## config.mk

```make
export PLATFORM = sky130hd
export DESIGN_NAME = priority_order_wait_times
export DESIGN_NICKNAME = d
export VERILOG_FILES = /design/src/rtl/pwt_pkg.sv /design/src/rtl/pwt_ctrl.sv /design/src/rtl/pwt_dp.sv /design/src/rtl/priority_order_wait_times.sv
export SDC_FILE = /design/constraint.sdc
export NUM_CORES = 2
export LEC_CHECK = 0
export BUFFER_PORTS_ARGS = -buffer_cell sky130_fd_sc_hd__clkbuf_2
export CORE_UTILIZATION = 40
export CTS_BUF_LIST = sky130_fd_sc_hd__clkbuf_4
export CTS_CLUSTER_DIAMETER = 30
export CTS_CLUSTER_SIZE = 28
export DETAILED_ROUTE_END_ITERATION = 10
export SYNTH_ARGS = -nofsm -noshare
export SYNTH_HDL_FRONTEND = slang
export SYNTH_SLANG_ARGS = --single-unit
```

## constraint.sdc

```tcl
create_clock -name clock -period 6.7 [get_ports clock]
set_input_delay 1.34 -clock clock [delete_from_list [all_inputs] [get_ports clock]]
set_output_delay 1.34 -clock clock [all_outputs]
set_load 0.1 [all_outputs]
```

## src/rtl/pwt_pkg.sv

```systemverilog
// shared constants and controller/datapath interface types for the priority scheduler
`default_nettype none
package pwt_pkg;

   localparam int MAX_JOBS  = 64;
   localparam int IDX_W     = $clog2(MAX_JOBS);
   localparam int CNT_W     = $clog2(MAX_JOBS + 1);
   localparam int ARR_W     = 16;
   localparam int BURST_W   = 16;
   localparam int PRIO_W    = 8;
   localparam int CLOCK_W   = 22;
   localparam int SUM_W     = 28;
   localparam int COUNT_W   = 7;
   localparam int INDEX_W   = 6;
   localparam int ENTRY_W   = ARR_W + BURST_W + PRIO_W;

   typedef struct packed {
      logic load;
      logic start;
      logic scan_init;
      logic scan_run;
      logic fetch;
      logic commit;
      logic finish;
   } pwt_cmd_type;

   typedef struct packed {
      logic scan_done;
      logic last_done;
   } pwt_sts_type;

endpackage
`default_nettype wire

```

## src/rtl/pwt_ctrl.sv

```systemverilog
// controller state machine for the priority scheduler
`default_nettype none
module pwt_ctrl (
   input  wire logic                 clock,
   input  wire logic                 reset,
   input  wire logic                 req_valid,
   input  wire logic                 req_last_job,
   output logic                      req_stall,
   output logic                      rsp_valid,
   input  wire logic                 rsp_stall,
   input  wire pwt_pkg::pwt_sts_type sts,
   output pwt_pkg::pwt_cmd_type      cmd
);

   localparam logic [2:0] ST_IDLE   = 3'd0;
   localparam logic [2:0] ST_SCAN   = 3'd1;
   localparam logic [2:0] ST_FETCH  = 3'd2;
   localparam logic [2:0] ST_COMMIT = 3'd3;
   localparam logic [2:0] ST_OUTPUT = 3'd4;

   logic [2:0] state_ff;
   logic [2:0] state_in;
   logic       req_accept;
   logic       rsp_accept;

   assign req_stall  = (state_ff != ST_IDLE);
   assign rsp_valid  = (state_ff == ST_OUTPUT);
   assign req_accept = req_valid && !req_stall;
   assign rsp_accept = rsp_valid && !rsp_stall;

   always_comb begin
      state_in      = state_ff;
      cmd           = '0;
      cmd.load      = req_accept;
      case (state_ff)
         ST_IDLE: begin
            if (req_accept && req_last_job) begin
               cmd.start     = 1'b1;
               cmd.scan_init = 1'b1;
               state_in      = ST_SCAN;
            end
         end
         ST_SCAN: begin
            cmd.scan_run = 1'b1;
            if (sts.scan_done) begin
               state_in = ST_FETCH;
            end
         end
         ST_FETCH: begin
            cmd.fetch = 1'b1;
            state_in  = ST_COMMIT;
         end
         ST_COMMIT: begin
            cmd.commit = 1'b1;
            state_in   = ST_OUTPUT;
         end
         ST_OUTPUT: begin
            if (rsp_accept) begin
               if (sts.last_done) begin
                  cmd.finish = 1'b1;
                  state_in   = ST_IDLE;
               end else begin
                  cmd.scan_init = 1'b1;
                  state_in      = ST_SCAN;
               end
            end
         end
         default: begin
            state_in = ST_IDLE;
         end
      endcase
   end

   always_ff @(posedge clock) begin
      if (reset) begin
         state_ff <= ST_IDLE;
      end else begin
         state_ff <= state_in;
      end
   end

endmodule
`default_nettype wire

```

## src/rtl/pwt_dp.sv

```systemverilog
// datapath for the priority scheduler: job memory, minimum scan and wait accumulation
`default_nettype none
module pwt_dp (
   input  wire logic                          clock,
   input  wire logic                          reset,
   input  wire pwt_pkg::pwt_cmd_type          cmd,
   output pwt_pkg::pwt_sts_type               sts,
   input  wire logic [pwt_pkg::ARR_W-1:0]     req_arrival,
   input  wire logic [pwt_pkg::BURST_W-1:0]   req_burst,
   input  wire logic [pwt_pkg::PRIO_W-1:0]    req_prio,
   output logic [pwt_pkg::INDEX_W-1:0]        rsp_job_index,
   output logic [pwt_pkg::ARR_W-1:0]          rsp_job_arrival,
   output logic [pwt_pkg::BURST_W-1:0]        rsp_job_burst,
   output logic [pwt_pkg::PRIO_W-1:0]         rsp_job_prio,
   output logic [pwt_pkg::CLOCK_W-1:0]        rsp_wait_time,
   output logic [pwt_pkg::SUM_W-1:0]          rsp_total_wait,
   output logic [pwt_pkg::COUNT_W-1:0]        rsp_job_count,
   output logic                               rsp_last_result
);

   logic [pwt_pkg::ENTRY_W-1:0] mem_ff [pwt_pkg::MAX_JOBS];
   logic [pwt_pkg::ENTRY_W-1:0] rdata_ff;
   logic [pwt_pkg::IDX_W-1:0]   raddr;

   logic [pwt_pkg::CNT_W-1:0]    count_ff;
   logic [pwt_pkg::MAX_JOBS-1:0] served_ff;
   logic [pwt_pkg::CNT_W-1:0]    scan_addr_ff;
   logic                         rd_valid_ff;
   logic [pwt_pkg::IDX_W-1:0]    rd_idx_ff;
   logic                         found_ff;
   logic [pwt_pkg::IDX_W-1:0]    best_ff;
   logic [pwt_pkg::PRIO_W-1:0]   best_prio_ff;
   logic [pwt_pkg::CLOCK_W-1:0]  clock_ff;
   logic [pwt_pkg::SUM_W-1:0]    sum_ff;
   logic [pwt_pkg::CNT_W-1:0]    done_ff;

   logic [pwt_pkg::INDEX_W-1:0]  out_index_ff;
   logic [pwt_pkg::ARR_W-1:0]    out_arrival_ff;
   logic [pwt_pkg::BURST_W-1:0]  out_burst_ff;
   logic [pwt_pkg::PRIO_W-1:0]   out_prio_ff;
   logic [pwt_pkg::CLOCK_W-1:0]  out_wait_ff;
   logic [pwt_pkg::SUM_W-1:0]    out_sum_ff;
   logic                         out_last_ff;

   logic                         scan_issue;
   logic                         take_best;
   logic [pwt_pkg::ARR_W-1:0]    rd_arrival;
   logic [pwt_pkg::BURST_W-1:0]  rd_burst;
   logic [pwt_pkg::PRIO_W-1:0]   rd_prio;
   logic [pwt_pkg::CLOCK_W-1:0]  arr_ext;
   logic [pwt_pkg::CLOCK_W-1:0]  wait_in;
   logic [pwt_pkg::SUM_W-1:0]    sum_in;
   logic [pwt_pkg::CNT_W-1:0]    done_in;

   assign rd_arrival = rdata_ff[pwt_pkg::ENTRY_W-1 -: pwt_pkg::ARR_W];
   assign rd_burst   = rdata_ff[pwt_pkg::PRIO_W +: pwt_pkg::BURST_W];
   assign rd_prio    = rdata_ff[pwt_pkg::PRIO_W-1:0];

   assign scan_issue = cmd.scan_run && (scan_addr_ff < count_ff);
   assign raddr      = cmd.fetch ? best_ff : scan_addr_ff[pwt_pkg::IDX_W-1:0];
   assign take_best  = rd_valid_ff && !served_ff[rd_idx_ff]
                       && (!found_ff || (rd_prio < best_prio_ff));

   assign arr_ext = {{(pwt_pkg::CLOCK_W-pwt_pkg::ARR_W){1'b0}}, rd_arrival};
   assign wait_in = (clock_ff > arr_ext) ? (clock_ff - arr_ext) : '0;
   assign sum_in  = sum_ff + {{(pwt_pkg::SUM_W-pwt_pkg::CLOCK_W){1'b0}}, wait_in};
   assign done_in = done_ff + pwt_pkg::CNT_W'(1);

   assign sts.scan_done = cmd.scan_run && !rd_valid_ff && (scan_addr_ff == count_ff);
   assign sts.last_done = out_last_ff;

   // job memory, one write and one registered read
   always_ff @(posedge clock) begin
      if (cmd.load && (count_ff < pwt_pkg::CNT_W'(pwt_pkg::MAX_JOBS))) begin
         mem_ff[count_ff[pwt_pkg::IDX_W-1:0]] <= {req_arrival, req_burst, req_prio};
      end
      rdata_ff <= mem_ff[raddr];
   end

   always_ff @(posedge clock) begin
      if (reset) begin
         count_ff     <= '0;
         served_ff    <= '0;
         scan_addr_ff <= '0;
         rd_valid_ff  <= 1'b0;
         found_ff     <= 1'b0;
         clock_ff     <= '0;
         sum_ff       <= '0;
         done_ff      <= '0;
      end else begin
         if (cmd.load && (count_ff < pwt_pkg::CNT_W'(pwt_pkg::MAX_JOBS))) begin
            count_ff <= count_ff + pwt_pkg::CNT_W'(1);
         end
         if (cmd.start) begin
            clock_ff <= '0;
            sum_ff   <= '0;
            done_ff  <= '0;
         end
         if (cmd.scan_init) begin
            scan_addr_ff <= '0;
            rd_valid_ff  <= 1'b0;
            found_ff     <= 1'b0;
         end else begin
            rd_valid_ff <= scan_issue;
            if (scan_issue) begin
               scan_addr_ff <= scan_addr_ff + pwt_pkg::CNT_W'(1);
            end
            if (take_best) begin
               found_ff <= 1'b1;
            end
         end
         if (cmd.commit) begin
            served_ff[best_ff] <= 1'b1;
            clock_ff <= clock_ff + {{(pwt_pkg::CLOCK_W-pwt_pkg::BURST_W){1'b0}}, rd_burst};
            sum_ff   <= sum_in;
            done_ff  <= done_in;
         end
         if (cmd.finish) begin
            served_ff <= '0;
            count_ff  <= '0;
         end
      end
   end

   always_ff @(posedge clock) begin
      rd_idx_ff <= scan_addr_ff[pwt_pkg::IDX_W-1:0];
      if (take_best) begin
         best_ff      <= rd_idx_ff;
         best_prio_ff <= rd_prio;
      end
      if (cmd.commit) begin
         out_index_ff   <= pwt_pkg::INDEX_W'(best_ff);
         out_arrival_ff <= rd_arrival;
         out_burst_ff   <= rd_burst;
         out_prio_ff    <= rd_prio;
         out_wait_ff    <= wait_in;
         out_sum_ff     <= sum_in;
         out_last_ff    <= (done_in == count_ff);
      end
   end

   assign rsp_job_index   = out_index_ff;
   assign rsp_job_arrival = out_arrival_ff;
   assign rsp_job_burst   = out_burst_ff;
   assign rsp_job_prio    = out_prio_ff;
   assign rsp_wait_time   = out_wait_ff;
   assign rsp_total_wait  = out_sum_ff;
   assign rsp_job_count   = pwt_pkg::COUNT_W'(count_ff);
   assign rsp_last_result = out_last_ff;

endmodule
`default_nettype wire

```

## src/rtl/priority_order_wait_times.sv

```systemverilog
// top level of the non-preemptive priority scheduler
//
// jobs enter on the req_ channel, one word per job, and are stored in load order;
// up to 64 jobs are kept and any job beyond that is dropped. a word with
// req_last_job set stores its job, if there is room, and starts the run:
// all stored jobs are served in ascending priority number, ties to the
// earlier loaded job. each served job gives one rsp_ word with its wait
// time and the running total; the final word has rsp_last_result set and
// the set is then cleared. during a run req_stall stays high. each result
// takes a scan of the job memory through its single read port, then a
// read of the chosen entry, an update of the clock and running total,
// and a stay in the output register. while rsp_stall is high the result
// holds in the output register and the next scan waits. reset empties
// the job set and idles the block; job memory contents are not cleared.
`default_nettype none
module priority_order_wait_times (
   input  wire logic                          clock,
   input  wire logic                          reset,
   input  wire logic                          req_valid,
   output logic                               req_stall,
   input  wire logic [pwt_pkg::ARR_W-1:0]     req_arrival,
   input  wire logic [pwt_pkg::BURST_W-1:0]   req_burst,
   input  wire logic [pwt_pkg::PRIO_W-1:0]    req_prio,
   input  wire logic                          req_last_job,
   output logic                               rsp_valid,
   input  wire logic                          rsp_stall,
   output logic [pwt_pkg::INDEX_W-1:0]        rsp_job_index,
   output logic [pwt_pkg::ARR_W-1:0]          rsp_job_arrival,
   output logic [pwt_pkg::BURST_W-1:0]        rsp_job_burst,
   output logic [pwt_pkg::PRIO_W-1:0]         rsp_job_prio,
   output logic [pwt_pkg::CLOCK_W-1:0]        rsp_wait_time,
   output logic [pwt_pkg::SUM_W-1:0]          rsp_total_wait,
   output logic [pwt_pkg::COUNT_W-1:0]        rsp_job_count,
   output logic                               rsp_last_result
);

   pwt_pkg::pwt_cmd_type cmd;
   pwt_pkg::pwt_sts_type sts;

   pwt_ctrl u_ctrl (
      .clock        (clock),
      .reset        (reset),
      .req_valid    (req_valid),
      .req_last_job (req_last_job),
      .req_stall    (req_stall),
      .rsp_valid    (rsp_valid),
      .rsp_stall    (rsp_stall),
      .sts          (sts),
      .cmd          (cmd)
   );

   pwt_dp u_dp (
      .clock           (clock),
      .reset           (reset),
      .cmd             (cmd),
      .sts             (sts),
      .req_arrival     (req_arrival),
      .req_burst       (req_burst),
      .req_prio        (req_prio),
      .rsp_job_index   (rsp_job_index),
      .rsp_job_arrival (rsp_job_arrival),
      .rsp_job_burst   (rsp_job_burst),
      .rsp_job_prio    (rsp_job_prio),
      .rsp_wait_time   (rsp_wait_time),
      .rsp_total_wait  (rsp_total_wait),
      .rsp_job_count   (rsp_job_count),
      .rsp_last_result (rsp_last_result)
   );

   // no new job while a result is pending
   a_no_load_during_run: assert property (@(posedge clock) disable iff (reset)
      rsp_valid |-> req_stall)
      else $error("input taken while a result is pending");

   // after the final word the block is ready for a new set
   a_idle_after_last: assert property (@(posedge clock) disable iff (reset)
      (rsp_valid && !rsp_stall && rsp_last_result) |=> !req_stall)
      else $error("block not idle after final result");

   // running total always covers this job's wait, and the job count is not zero
   a_total_covers_wait: assert property (@(posedge clock) disable iff (reset)
      rsp_valid |-> ({6'd0, rsp_wait_time} <= rsp_total_wait) && (rsp_job_count != '0))
      else $error("total wait or job count inconsistent");

endmodule
`default_nettype wire

```

==> flow_summary.json <==
{
  "wire_per_inst_um": 26.7,
  "synth_compound_area_share_pct": 4.69,
  "row_count": 193,
  "nets": 7657,
  "die_y_um": 531,
  "cts.repair.resized": 0,
  "fin_util_pct": 45.6,
  "synth_top_family_by_area": "simple AND/OR/NAND/NOR gates",
  "layout_common_cells": "edfxtp_1, nand2_1, clkbuf_4",
  "worstPathArrival_ns": 7.30,
  "start_util_pct": 40.4,
  "synth_warnings": 0,
  "setup_tns_ns": 0,
  "synthesis.area_um2": 112000,
  "grt_pass1_vias": 64600,
  "clkTransAtPathRegs_ns": 0.09,
  "via_per_inst": 5.69,
  "synth-main-ff-cell": "edfxtp_1",
  "fp.dieW_um": 531,
  "synthArstFlopShare_pct": 0,
  "fin_crit_sh_pct": 89.9,
  "path_max_fanout": 6,
  "required_ns": 7.98,
  "grt_usage_pct": 21.8,
  "drc": 0,
  "synthCells": 7032,
  "hold_buffers": 0,
  "ys_seq_area_share_pct": 74.9,
  "layout_commonest_cell": "edfxtp_1",
  "drive_gt1_share_pct": 21.3,
  "power.leakage_nw": 42.3,
  "postCtsSetupBuffers": 0,
  "finalCriticalPeriod_ns": 6.03,
  "relSlewSlack_pct": 9.78,
  "fin_area_um2": 127000,
  "placed_area_um2": 118000,
  "dpl.hpwl_um": 178000,
  "grt_first_pass_wirelength_um": 448000,
  "avgSynthCellArea_um2": 15.9,
  "ir_worst_vdd_v": 0.000193,
  "die_area_um2": 282000,
  "max_freq_mhz": 166,
  "port-buffer-count": 150,
  "ys_ff_latch": 2857,
  "synth-simple-area-share_pct": 8.83,
  "rsz0062_at_grt": "false",
  "place_congestion": 0.883,
  "overflow": 0,
  "ant_nets": 0,
  "powerDensity_nw_per_um2": 284,
  "grt_max_degree": 129,
  "core_area_um2": 277000,
  "cts_tree": "yes",
  "cts-htree-levels": 6,
  "drt-pass1-iter-count": 7,
  "synth_cell_type_count": 64,
  "cts-root-buf": "clkbuf_4",
  "clockBufferDepth": 4,
  "numCtsBuffers": 548,
  "worst_pin_slew_ns": 1.35,
  "drt-total-wl_um": 312000,
  "synth_edf_count": 2671,
  "critical_path_class": "reg2reg",
  "status": "completed",
  "finalSetupViolCount": 0,
  "clk_latency_ns": 1.41,
  "dr.first_iter.drc_count": 8114,
  "cts_sinks": 2857,
  "synth.area.mux_share_pct": 8.39,
  "finalClockSkew_ns": 0.108,
  "synth_xor_area_share_pct": 0.539,
  "drv_cap": 0,
  "vias": 66500,
  "synthesis.nets": 7151,
  "hold_viol": 0,
  "slew_viol_final": 0,
  "num_io_pins": 151,
  "end_kind": "flop",
  "antenna_found_initial": 38,
  "synthAdderAreaFrac_pct": 0.846,
  "hold_class": "in2reg",
  "syn_to_final_growth_pct": 13.0,
  "cp-start-kind": "flop"
}
## Yosys cell counts (all sizes together) (71+ instances only)
master  count  share of area [%]
edfxtp   2671                 72
and3      172               0.96
clkbuf    261               0.87
mux4      341                6.9
a31oi     169               0.94
a21oi     123               0.55
a311oi    161                1.3
nand2    1347                4.5
mux2i     168                1.5
nor2      233               0.78
o22ai     160               0.89
nand3     363                1.6
buf       153               0.75
ha         71               0.79
dfxtp     186                3.3
## final cells by class
class | instances | area (µm²)
clock buffer | 629 | 4720
timing repair buffer | 371 | 2940
antenna | 12 | 30.0
tap | 3705 | 4640
inverter | 49 | 189
fill | 23900 | 151000
sequential | 2857 | 83900
clock inverter | 339 | 3490
multi-input combinational | 3711 | 26700
## routing by layer
layer  vias up  track usage [%]  wire length, µm  share of wire, %
met4        22             6.39             6900               2.2
met2      3388             33.6           144000                46
li1      28600                -                -                 -
met3       497             5.07            31800                10
met5         -                0              142             0.045
met1     33900             30.7           130000                42
## flip-flops by register name, summed over array words and instances (netlist names)
register              flops
u_dp.mem_ff            2560
u_dp.served_ff           64
u_dp.rdata_ff            40
u_dp.rsp_total_wait      28
u_dp.sum_ff              28
u_dp.clock_ff            22
u_dp.rsp_wait_time       22
u_dp.rsp_job_arrival     16
u_dp.rsp_job_burst       16
u_dp.best_prio_ff         8
u_dp.rsp_job_prio         8
u_dp.done_ff              7
u_dp.rsp_job_count        7
u_dp.scan_addr_ff         7
u_dp.best_ff              6
u_dp.rd_idx_ff            6
u_dp.rsp_job_index        6
u_ctrl.state_ff           3
u_dp.found_ff             1
u_dp.rd_valid_ff          1
u_dp.rsp_last_result      1
## worst paths after layout
kind | start | to | slack, ns | cells after the start
max | u_dp.clock_ff[0] | u_dp.sum_ff[26] | 0.67 | 23
max reg2reg | u_dp.clock_ff[0] | u_dp.sum_ff[26] | 0.67 | 23
min reg2reg | u_dp.rdata_ff[33] | u_dp.rsp_job_arrival[9] | 0.43 | 0
min | rsp_stall | u_ctrl.state_ff[2] | 0.32 | 3
## critical path, stage by stage (launching register included)
cell and delay (ns):
dfxtp_1 0.33, inv_1 0.06, ha_1 0.16, inv_1 0.06, fa_1 0.42, a211oi_1 0.32, o21ai_0 0.23, a21oi_1 0.23
nor3_1 0.11, o31ai_1 0.42, a21oi_1 0.17, nor3_2 0.37, buf_4 0.22, nor2_1 0.06, ha_1 0.22, fa_1 0.43
a21o_1 0.17, a21oi_1 0.27, o21ai_0 0.22, a41oi_1 0.39, o21ai_1 0.19, a22oi_1 0.48, mux2i_1 0.14, a211o_1 0.28
## power breakdown
part	internal, mW	total [mW]	switching, mW
combinational	0.586	1.92	1.33
clock	7.24	14.2	7.01
sequential	19.6	19.8	0.133
## logic make-up (layout without fill, tap and decap cells)
logic type | after synthesis | count (layout)
and+or+nand+nor | 2278 | 2278
AOI/OAI and AO/OA | 779 | 779
buffers and inverters | 464 | 1388
DFF | 2857 | 2857
adders and majority gates | 74 | 74
xor gates and xnor gates | 69 | 69
other | 0 | 12
muxes | 511 | 511
## metrics by stage
step	setup slack [ns]	instances	hold slack (ns)	power, mW
floorplan	1.65	7032	0.406	21.1
global placement	0.690	10700	0.413	22.1
detailed placement	0.780	10700	0.416	22.1
CTS	0.760	11700	0.108	36.2
global route	0.218	11700	0.224	37.1
finish	0.674	11700	0.321	35.9
No activity file was read; power rests on OpenSTA's default activity.
